[config.mk]
export PLATFORM = sky130hd
export DESIGN_NAME = adc_channel_frame_averager_core
export DESIGN_NICKNAME = d
export VERILOG_FILES = /design/src/acfa_pkg.sv /design/src/adc_channel_frame_averager_core.sv /design/src/acfa_slot_map.sv /design/src/acfa_divider.sv
export SDC_FILE = /design/constraint.sdc
export NUM_CORES = 1
export LEC_CHECK = 0
export ABC_AREA = 1
export BUFFER_PORTS_ARGS = -buffer_cell sky130_fd_sc_hd__buf_2
export CAP_MARGIN = 25
export CORE_MARGIN = 8
export CORE_UTILIZATION = 40
export CTS_CLUSTER_DIAMETER = 80
export CTS_CLUSTER_SIZE = 24
export DETAILED_ROUTE_END_ITERATION = 8
export PLACE_DENSITY = 0.64
export SLEW_MARGIN = 0
export SYNTH_ARGS = -nofsm -noshare
export SYNTH_HDL_FRONTEND = slang
export SYNTH_SLANG_ARGS = --single-unit
export TNS_END_PERCENT = 50
[constraint.sdc]
create_clock -name i_clk -period 8.3 [get_ports i_clk]
set_input_delay 2.075 -clock i_clk [delete_from_list [all_inputs] [get_ports i_clk]]
set_output_delay 2.075 -clock i_clk [all_outputs]
set_load 0.05 [all_outputs]
[src/acfa_pkg.sv]
package acfa_pkg;

    localparam int ACFA_NUM_SLOTS   = 6;
    localparam int ACFA_COUNT_WIDTH = 16;

    localparam int CHAN_W     = 4;
    localparam int SAMPLE_W   = 12;
    localparam int AVG_W      = 16;
    localparam int SLOT_IDX_W = 3;
    localparam int CFG_IDX_W  = 3;
    localparam int MAX_SLOTS  = 8;

    // sum * 16 for 12.4 fixed point, one more bit for round-half-up
    localparam int FRAC_SHIFT = 5;

    localparam logic [CHAN_W-1:0] CHAN_RESET [MAX_SLOTS] = '{
        4'd6, 4'd4, 4'd0, 4'd3, 4'd7, 4'd5, 4'd0, 4'd0
    };

    typedef struct packed {
        logic                  hit;
        logic [SLOT_IDX_W-1:0] target;
    } t_route;

endpackage

[src/adc_channel_frame_averager_core.sv]
// Channel   Direction  Handshake                 Payload
// input     in         i_in_valid / o_in_ready   i_adc_channel, i_sample, i_frame_end
// output    out        o_out_valid / i_out_ready o_slot_index, o_average, o_last
// config    in         i_cfg_we (no wait)        i_cfg_idx, i_cfg_data
//
// A word without frame end is summed in the cycle it is accepted.
// A frame-end word then runs one shared restoring divider for each slot in turn,
// through the sequencer states and the output wait. Input is not ready meanwhile.
// Reset is synchronous, restores the channel map and zeros all sums and counts at once.
// A stalled result holds the sequencer; the next slot starts once it is taken.
module adc_channel_frame_averager_core #(
    parameter int NUM_SLOTS   = acfa_pkg::ACFA_NUM_SLOTS,
    parameter int COUNT_WIDTH = acfa_pkg::ACFA_COUNT_WIDTH
) (
    input  logic                            i_clk,
    input  logic                            i_rst_n,
    input  logic                            i_cfg_we,
    input  logic [acfa_pkg::CFG_IDX_W-1:0]  i_cfg_idx,
    input  logic [acfa_pkg::CHAN_W-1:0]     i_cfg_data,
    input  logic                            i_in_valid,
    output logic                            o_in_ready,
    input  logic [acfa_pkg::CHAN_W-1:0]     i_adc_channel,
    input  logic [acfa_pkg::SAMPLE_W-1:0]   i_sample,
    input  logic                            i_frame_end,
    output logic                            o_out_valid,
    input  logic                            i_out_ready,
    output logic [acfa_pkg::SLOT_IDX_W-1:0] o_slot_index,
    output logic [acfa_pkg::AVG_W-1:0]      o_average,
    output logic                            o_last
);
    import acfa_pkg::*;

    localparam int SLOT_W = (NUM_SLOTS > 1) ? $clog2(NUM_SLOTS) : 1;
    localparam int SUM_W  = SAMPLE_W + COUNT_WIDTH;
    localparam int NUM_W  = SUM_W + FRAC_SHIFT + 1;
    localparam int DEN_W  = COUNT_WIDTH + 1;

    typedef enum logic [1:0] {
        S_IDLE,
        S_START,
        S_WAIT,
        S_OUT
    } t_state;

    t_state                 r_state;
    logic [SLOT_W-1:0]      r_slot;
    logic                   r_zero;
    logic                   r_out_valid;
    logic [AVG_W-1:0]       r_average;

    logic [SUM_W-1:0]       r_sum [NUM_SLOTS];
    logic [COUNT_WIDTH-1:0] r_cnt [NUM_SLOTS];

    t_route                 route;
    logic [SLOT_W-1:0]      tgt;
    logic                   in_xact;
    logic                   acc_en;
    logic [SUM_W-1:0]       sum_rd;
    logic [COUNT_WIDTH-1:0] cnt_rd;
    logic                   div_start;
    logic                   div_done;
    logic [NUM_W-1:0]       div_num;
    logic [DEN_W-1:0]       div_den;
    logic [NUM_W-1:0]       div_quot;
    logic                   slot_last;

    acfa_slot_map #(
        .NUM_SLOTS(NUM_SLOTS)
    ) u_map (
        .i_clk        (i_clk),
        .i_rst_n      (i_rst_n),
        .i_cfg_we     (i_cfg_we),
        .i_cfg_idx    (i_cfg_idx),
        .i_cfg_data   (i_cfg_data),
        .i_adc_channel(i_adc_channel),
        .o_route      (route)
    );

    assign o_in_ready = (r_state == S_IDLE);
    assign in_xact    = i_in_valid && o_in_ready;
    assign tgt        = route.target[SLOT_W-1:0];
    assign acc_en     = in_xact && route.hit && (i_sample != '0) && (r_cnt[tgt] != '1);

    // one read address: the sequencer slot while dividing
    assign sum_rd    = r_sum[r_slot];
    assign cnt_rd    = r_cnt[r_slot];
    assign div_start = (r_state == S_START);
    assign div_num   = NUM_W'({sum_rd, FRAC_SHIFT'(0)}) + NUM_W'(cnt_rd);
    assign div_den   = {cnt_rd, 1'b0};
    assign slot_last = (r_slot == SLOT_W'(NUM_SLOTS - 1));

    acfa_divider #(
        .NUM_W(NUM_W),
        .DEN_W(DEN_W)
    ) u_div (
        .i_clk  (i_clk),
        .i_rst_n(i_rst_n),
        .i_start(div_start),
        .i_num  (div_num),
        .i_den  (div_den),
        .o_done (div_done),
        .o_quot (div_quot)
    );

    always_ff @(posedge i_clk) begin
        if (!i_rst_n) begin
            for (int s = 0; s < NUM_SLOTS; s++) begin
                r_sum[s] <= '0;
                r_cnt[s] <= '0;
            end
        end else if (acc_en) begin
            r_sum[tgt] <= r_sum[tgt] + SUM_W'(i_sample);
            r_cnt[tgt] <= r_cnt[tgt] + COUNT_WIDTH'(1);
        end else if (div_start) begin
            // divider has latched the slot: clear it for the next frame
            r_sum[r_slot] <= '0;
            r_cnt[r_slot] <= '0;
        end
    end

    always_ff @(posedge i_clk) begin
        if (!i_rst_n) begin
            r_state     <= S_IDLE;
            r_slot      <= '0;
            r_zero      <= 1'b0;
            r_out_valid <= 1'b0;
            r_average   <= '0;
        end else begin
            unique case (r_state)
                S_IDLE: begin
                    if (in_xact && i_frame_end) begin
                        r_slot  <= '0;
                        r_state <= S_START;
                    end
                end
                S_START: begin
                    r_zero  <= (cnt_rd == '0);
                    r_state <= S_WAIT;
                end
                S_WAIT: begin
                    if (div_done) begin
                        r_average   <= r_zero ? '0 : div_quot[AVG_W-1:0];
                        r_out_valid <= 1'b1;
                        r_state     <= S_OUT;
                    end
                end
                S_OUT: begin
                    if (i_out_ready) begin
                        r_out_valid <= 1'b0;
                        if (slot_last) begin
                            r_state <= S_IDLE;
                        end else begin
                            r_slot  <= r_slot + SLOT_W'(1);
                            r_state <= S_START;
                        end
                    end
                end
                default: r_state <= S_IDLE;
            endcase
        end
    end

    assign o_out_valid  = r_out_valid;
    assign o_slot_index = SLOT_IDX_W'(r_slot);
    assign o_average    = r_average;
    assign o_last       = slot_last;

`ifndef SYNTH
    a_no_overlap: assert property (@(posedge i_clk) disable iff (!i_rst_n)
        !(o_in_ready && o_out_valid))
        else $error("input ready while a result is pending");

    a_done_in_wait: assert property (@(posedge i_clk) disable iff (!i_rst_n)
        div_done |-> (r_state == S_WAIT))
        else $error("divider finished outside the wait state");

    a_last_frees_input: assert property (@(posedge i_clk) disable iff (!i_rst_n)
        (o_out_valid && i_out_ready && o_last) |=> o_in_ready)
        else $error("input not ready after the final result of a frame");

    a_start_from_idle: assert property (@(posedge i_clk) disable iff (!i_rst_n)
        (in_xact && i_frame_end) |=> (div_start && (r_slot == '0)))
        else $error("frame end did not start the first slot");
`endif

endmodule

[src/acfa_slot_map.sv]
module acfa_slot_map #(
    parameter int NUM_SLOTS = 6
) (
    input  logic                          i_clk,
    input  logic                          i_rst_n,
    input  logic                          i_cfg_we,
    input  logic [acfa_pkg::CFG_IDX_W-1:0] i_cfg_idx,
    input  logic [acfa_pkg::CHAN_W-1:0]    i_cfg_data,
    input  logic [acfa_pkg::CHAN_W-1:0]    i_adc_channel,
    output acfa_pkg::t_route               o_route
);
    import acfa_pkg::*;

    localparam int SLOT_W = (NUM_SLOTS > 1) ? $clog2(NUM_SLOTS) : 1;

    logic [CHAN_W-1:0] r_chan [NUM_SLOTS];

    always_ff @(posedge i_clk) begin
        if (!i_rst_n) begin
            for (int s = 0; s < NUM_SLOTS; s++) begin
                r_chan[s] <= CHAN_RESET[s];
            end
        end else if (i_cfg_we && (32'(i_cfg_idx) < NUM_SLOTS)) begin
            r_chan[i_cfg_idx[SLOT_W-1:0]] <= i_cfg_data;
        end
    end

    // later slots override earlier ones: the highest match wins
    always_comb begin
        o_route = '0;
        for (int s = 0; s < NUM_SLOTS; s++) begin
            if (r_chan[s] == i_adc_channel) begin
                o_route.hit    = 1'b1;
                o_route.target = SLOT_IDX_W'(s);
            end
        end
    end

endmodule

[src/acfa_divider.sv]
module acfa_divider #(
    parameter int NUM_W = 34,
    parameter int DEN_W = 17
) (
    input  logic             i_clk,
    input  logic             i_rst_n,
    input  logic             i_start,
    input  logic [NUM_W-1:0] i_num,
    input  logic [DEN_W-1:0] i_den,
    output logic             o_done,
    output logic [NUM_W-1:0] o_quot
);
    localparam int CNT_W = $clog2(NUM_W + 1);

    logic [DEN_W-1:0] r_rem;
    logic [DEN_W-1:0] r_den;
    logic [NUM_W-1:0] r_quo;
    logic [CNT_W-1:0] r_cnt;
    logic             r_done;

    logic [DEN_W:0]   trial;
    logic             fits;

    // restoring division, one quotient bit per cycle
    assign trial = {r_rem, r_quo[NUM_W-1]};
    assign fits  = trial >= {1'b0, r_den};

    always_ff @(posedge i_clk) begin
        if (!i_rst_n) begin
            r_cnt  <= '0;
            r_done <= 1'b0;
        end else if (i_start) begin
            r_cnt  <= CNT_W'(NUM_W);
            r_done <= 1'b0;
        end else if (r_cnt != '0) begin
            r_cnt  <= r_cnt - CNT_W'(1);
            r_done <= (r_cnt == CNT_W'(1));
        end else begin
            r_done <= 1'b0;
        end
    end

    always_ff @(posedge i_clk) begin
        if (i_start) begin
            r_rem <= '0;
            r_den <= i_den;
            r_quo <= i_num;
        end else if (r_cnt != '0) begin
            r_rem <= fits ? DEN_W'(trial - {1'b0, r_den}) : trial[DEN_W-1:0];
            r_quo <= {r_quo[NUM_W-2:0], fits};
        end
    end

    assign o_done = r_done;
    assign o_quot = r_quo;

endmodule

==> results.toml <==
[route]
wire_per_inst_um = 20.2
detail_route.iter0.violations = 2255
route.vias.total = 21100
post_route_wl_mm = 76.7
drt_first_pass_iters = 6
routed_via_density = 5.58
ant_nets = 0
drcViolationCount = 0

[finish]
area_used_by_multi_input_combinational_logic_um2 = 10600
register_area_um2 = 13800
stdcell_count = 3790
proportion_of_layout_cells_with_a_drive_suffix_above_1 = 0.0855
nFillCells = 6383
area.growth.synth_to_final_pct = 6.24
design.final.nets = 2986

[yosys]
syn_inst = 2957
synth.net_count = 3038
share_of_synthesized_area_spent_on_multiplexers = 0
syn_area_um2 = 26200
synth_top_family_by_area = "simple AND/OR/NAND/NOR gates"
synth-xor-area-share = 0.0254
syn_area_per_cell_um2 = 8.86
synth.ff_latch_count = 476
synth_simple_gate_area_frac = 0.251
synth_top_cells_by_area = "sky130_fd_sc_hd__edfxtp_1 49%, sky130_fd_sc_hd__nand2_1 9.5%, sky130_fd_sc_hd__nor2_1 6.3%, sky130_fd_sc_hd__nand3_1 5.5%, sky130_fd_sc_hd__o21ai_0 3.8%"
synth_async_sr_flop_share = 0
number_of_synthesized_flops_with_an_enable_pin = 426
synth_adder_area_share = 0.0257
synth.top_cell.area_share = 0.488
synth-main-ff-cell = "sky130_fd_sc_hd__edfxtp_1"
yosys_warning_count = 0
synth.distinct_cells = 54
dominant_cell_type_by_area_after_synthesis = "sky130_fd_sc_hd__edfxtp_1"
register_area_share_after_synthesis = 0.526
synth_compound_area_frac = 0.102

[timing]
max_freq_mhz = 150
grt_setup_unrepaired = "false"
clock_skew_ns = 0.0204
worst_slew_margin_relative_to_its_limit = 0.344
report.final.setup_viol = 0
hold_violations = 0
timing_worst_slew_pin_value_ns = 0.985
timing.final.crit_share = 0.802
final_period_minus_worst_setup_slack_ns = 6.65
timing.final.max_slew_violations = 0
setup_tns_ns = 0
worst_setup_slack_after_layout_ns = 1.65

[cts]
cts.clk_slew.worst_paths_ns = 0.10
worstSkewPairLatency_ns = 0.61
post_cts_hold_buffer_count = 0
clock_tree_from_tritoncts = "done"
cts-buffers-inserted = 26
clk_root_buffer_cell = "sky130_fd_sc_hd__clkbuf_16"
postCtsResizedCells = 0
cts_max_path_buffers = 3
cts.sink_count = 476
h-tree-depth = 1
cts_setup_buffers = 0

[floorplanning]
floorplan.rows = 94
floorplan.core_area_um2 = 65300
floorplan.die_area_um2 = 74000
floorplan.initialDensity = 0.401
die-width_um = 272
i_o_pins = 51
die_height_um = 272

[critical_path]
setup_crit_start_kind = "input port"
worstSetupPathType = "input port to flop"
worstPathArrival_ns = 7.11
required_ns = 8.75
critical_path.slowest_cell = "sky130_fd_sc_hd__inv_6"
crit_fanout = 51
worstSetupEndpointType = "flop"
critical-path-max-stage-delay_ns = 0.53
crit_top_cell = "sky130_fd_sc_hd__nand2_1"

[run_status]
status = "finished clean"

[place]
number_of_buffer_cells_added_on_primary_ports = 50
hpwl_reported_at_the_end_of_detailed_placement_mm = 45.1
pre_cts_ws_ns = 1.10
gp_congestion = 0.849
placed_instance_count = 3741

[pwr]
irDropWorstVdd_mv = 0.171
static-leakage-power_nw = 10.8
power-per-cell-area_nw_per_um2 = 327

[worst_hold_path]
holdCritPathClass = "flop to flop"

[global_routing]
grt_first_pass_wirelength_mm = 117
grt_antenna_before_repair = 1
grt_util_all_layers = 0.200
grt-ovfl-total = 0
first_global_vias = 20100
grt_max_degree = 133

[flow_run]
cap_violations = 0
==> cells by family (layout without fill, tap and decap cells) <==
group,after synthesis,count (layout)
DFF,476,476
and+or+nand+nor,1511,1511
AOI/OAI and AO/OA,467,467
adders and majority gates,52,52
xor gates and xnor gates,75,75
buffers and inverters,376,344
other,0,1
==> per-stage QoR <==
step | power, mW | utilization | hold WS (ns) | area [um2]
2_1_floorplan | 6.35 | - | 0.429 | 26200
3_3_place_gp | 7.52 | 0.413 | 0.443 | 26900
4_1_cts | 9.07 | 0.426 | 0.469 | 27800
3_5_place_dp | 7.55 | 0.413 | 0.453 | 26900
6_report | 9.11 | 0.427 | 0.467 | 27800
5_1_grt | 9.69 | 0.426 | 0.483 | 27800
==> where the power goes <==
group / leakage (nW) / internal, mW / switching (mW)
Sequential: 4.72 / 3.17 / 0.224
Clock: 0.437 / 0.719 / 0.824
Combinational: 5.67 / 1.26 / 2.91
Total: 10.8 / 5.15 / 3.96
==> area by class of cell <==
| type | count | area share |
|---|---|---|
| sequential | 476 | 0.496 |
| timing repair buffer | 92 | 0.0235 |
| antenna | 1 | 0.0000899 |
| multi-input combinational | 2105 | 0.382 |
| clock buffer | 39 | 0.0274 |
| tap | 864 | 0.0388 |
| inverter | 204 | 0.0281 |
| clock inverter | 9 | 0.00494 |
==> cells in the final DEF (no fill, tap or decap), types with 48 or more instances in the layout <==
cell and instances:
sky130_fd_sc_hd__buf_2 50, sky130_fd_sc_hd__inv_1 187, sky130_fd_sc_hd__o21ai_0 200, sky130_fd_sc_hd__nor2_1 437
sky130_fd_sc_hd__dfxtp_1 48, sky130_fd_sc_hd__a21oi_1 128, sky130_fd_sc_hd__edfxtp_1 426, sky130_fd_sc_hd__nand2_1 662
sky130_fd_sc_hd__ha_1 49, sky130_fd_sc_hd__nand3_1 286
==> synthesized netlist by cell type, types with 18 or more instances <==
library cell and count:
sky130_fd_sc_hd__ha_1 49, sky130_fd_sc_hd__dfxtp_1 50, sky130_fd_sc_hd__nor2_1 440, sky130_fd_sc_hd__xor2_1 33
sky130_fd_sc_hd__nand3_1 286, sky130_fd_sc_hd__inv_1 189, sky130_fd_sc_hd__clkbuf_1 83, sky130_fd_sc_hd__a31oi_1 34
sky130_fd_sc_hd__o21ai_0 201, sky130_fd_sc_hd__xnor2_1 41, sky130_fd_sc_hd__nand2_1 666, sky130_fd_sc_hd__edfxtp_1 426
sky130_fd_sc_hd__a21oi_1 128, sky130_fd_sc_hd__o22ai_1 41, sky130_fd_sc_hd__nor3_2 41, sky130_fd_sc_hd__buf_2 18
sky130_fd_sc_hd__buf_6 43
==> routing by layer <==
layer,up-vias,track usage,part of all wire
met3,145,0.0302,0.10
met2,1086,0.327,0.46
met1,9955,0.272,0.42
met5,-,0,0
li1,9953,-,-
met4,0,0.0638,0.026
==> flip-flops by register name, indices dropped and copies added (netlist names), named ones only <==
signal	count
o_average	16
o_out_valid	1
o_slot_index	3
r_cnt	128
r_state	2
r_sum	224
r_zero	1
u_div.o_done	1
u_div.o_quot	34
u_div.r_cnt	6
u_div.r_den	16
u_div.r_rem	17
u_map.r_chan	24
==> final timing paths <==
path,to,depth (start not counted),startpoint,slack [ns]
max,r_sum[3][25]$_SDFFCE_PN0P_,26,i_adc_channel[0],1.65
max reg2reg,u_div.o_quot[32]$_DFFE_PP_,15,flop,2.54
min,o_average[10]$_SDFFE_PN0P_,2,o_average[10]$_SDFFE_PN0P_,0.47
min reg2reg,o_average[10]$_SDFFE_PN0P_,2,o_average[10]$_SDFFE_PN0P_,0.47
==> worst max-delay path, delay by kind of cell <==
family / cells / cell delay, ns
adders and majority gates: 1 / 0.35
buffers and inverters: 4 / 0.90
and+or+nand+nor: 16 / 2.45
AOI/OAI and AO/OA: 5 / 1.27
Note: power is estimated with default switching activity, not from simulation.
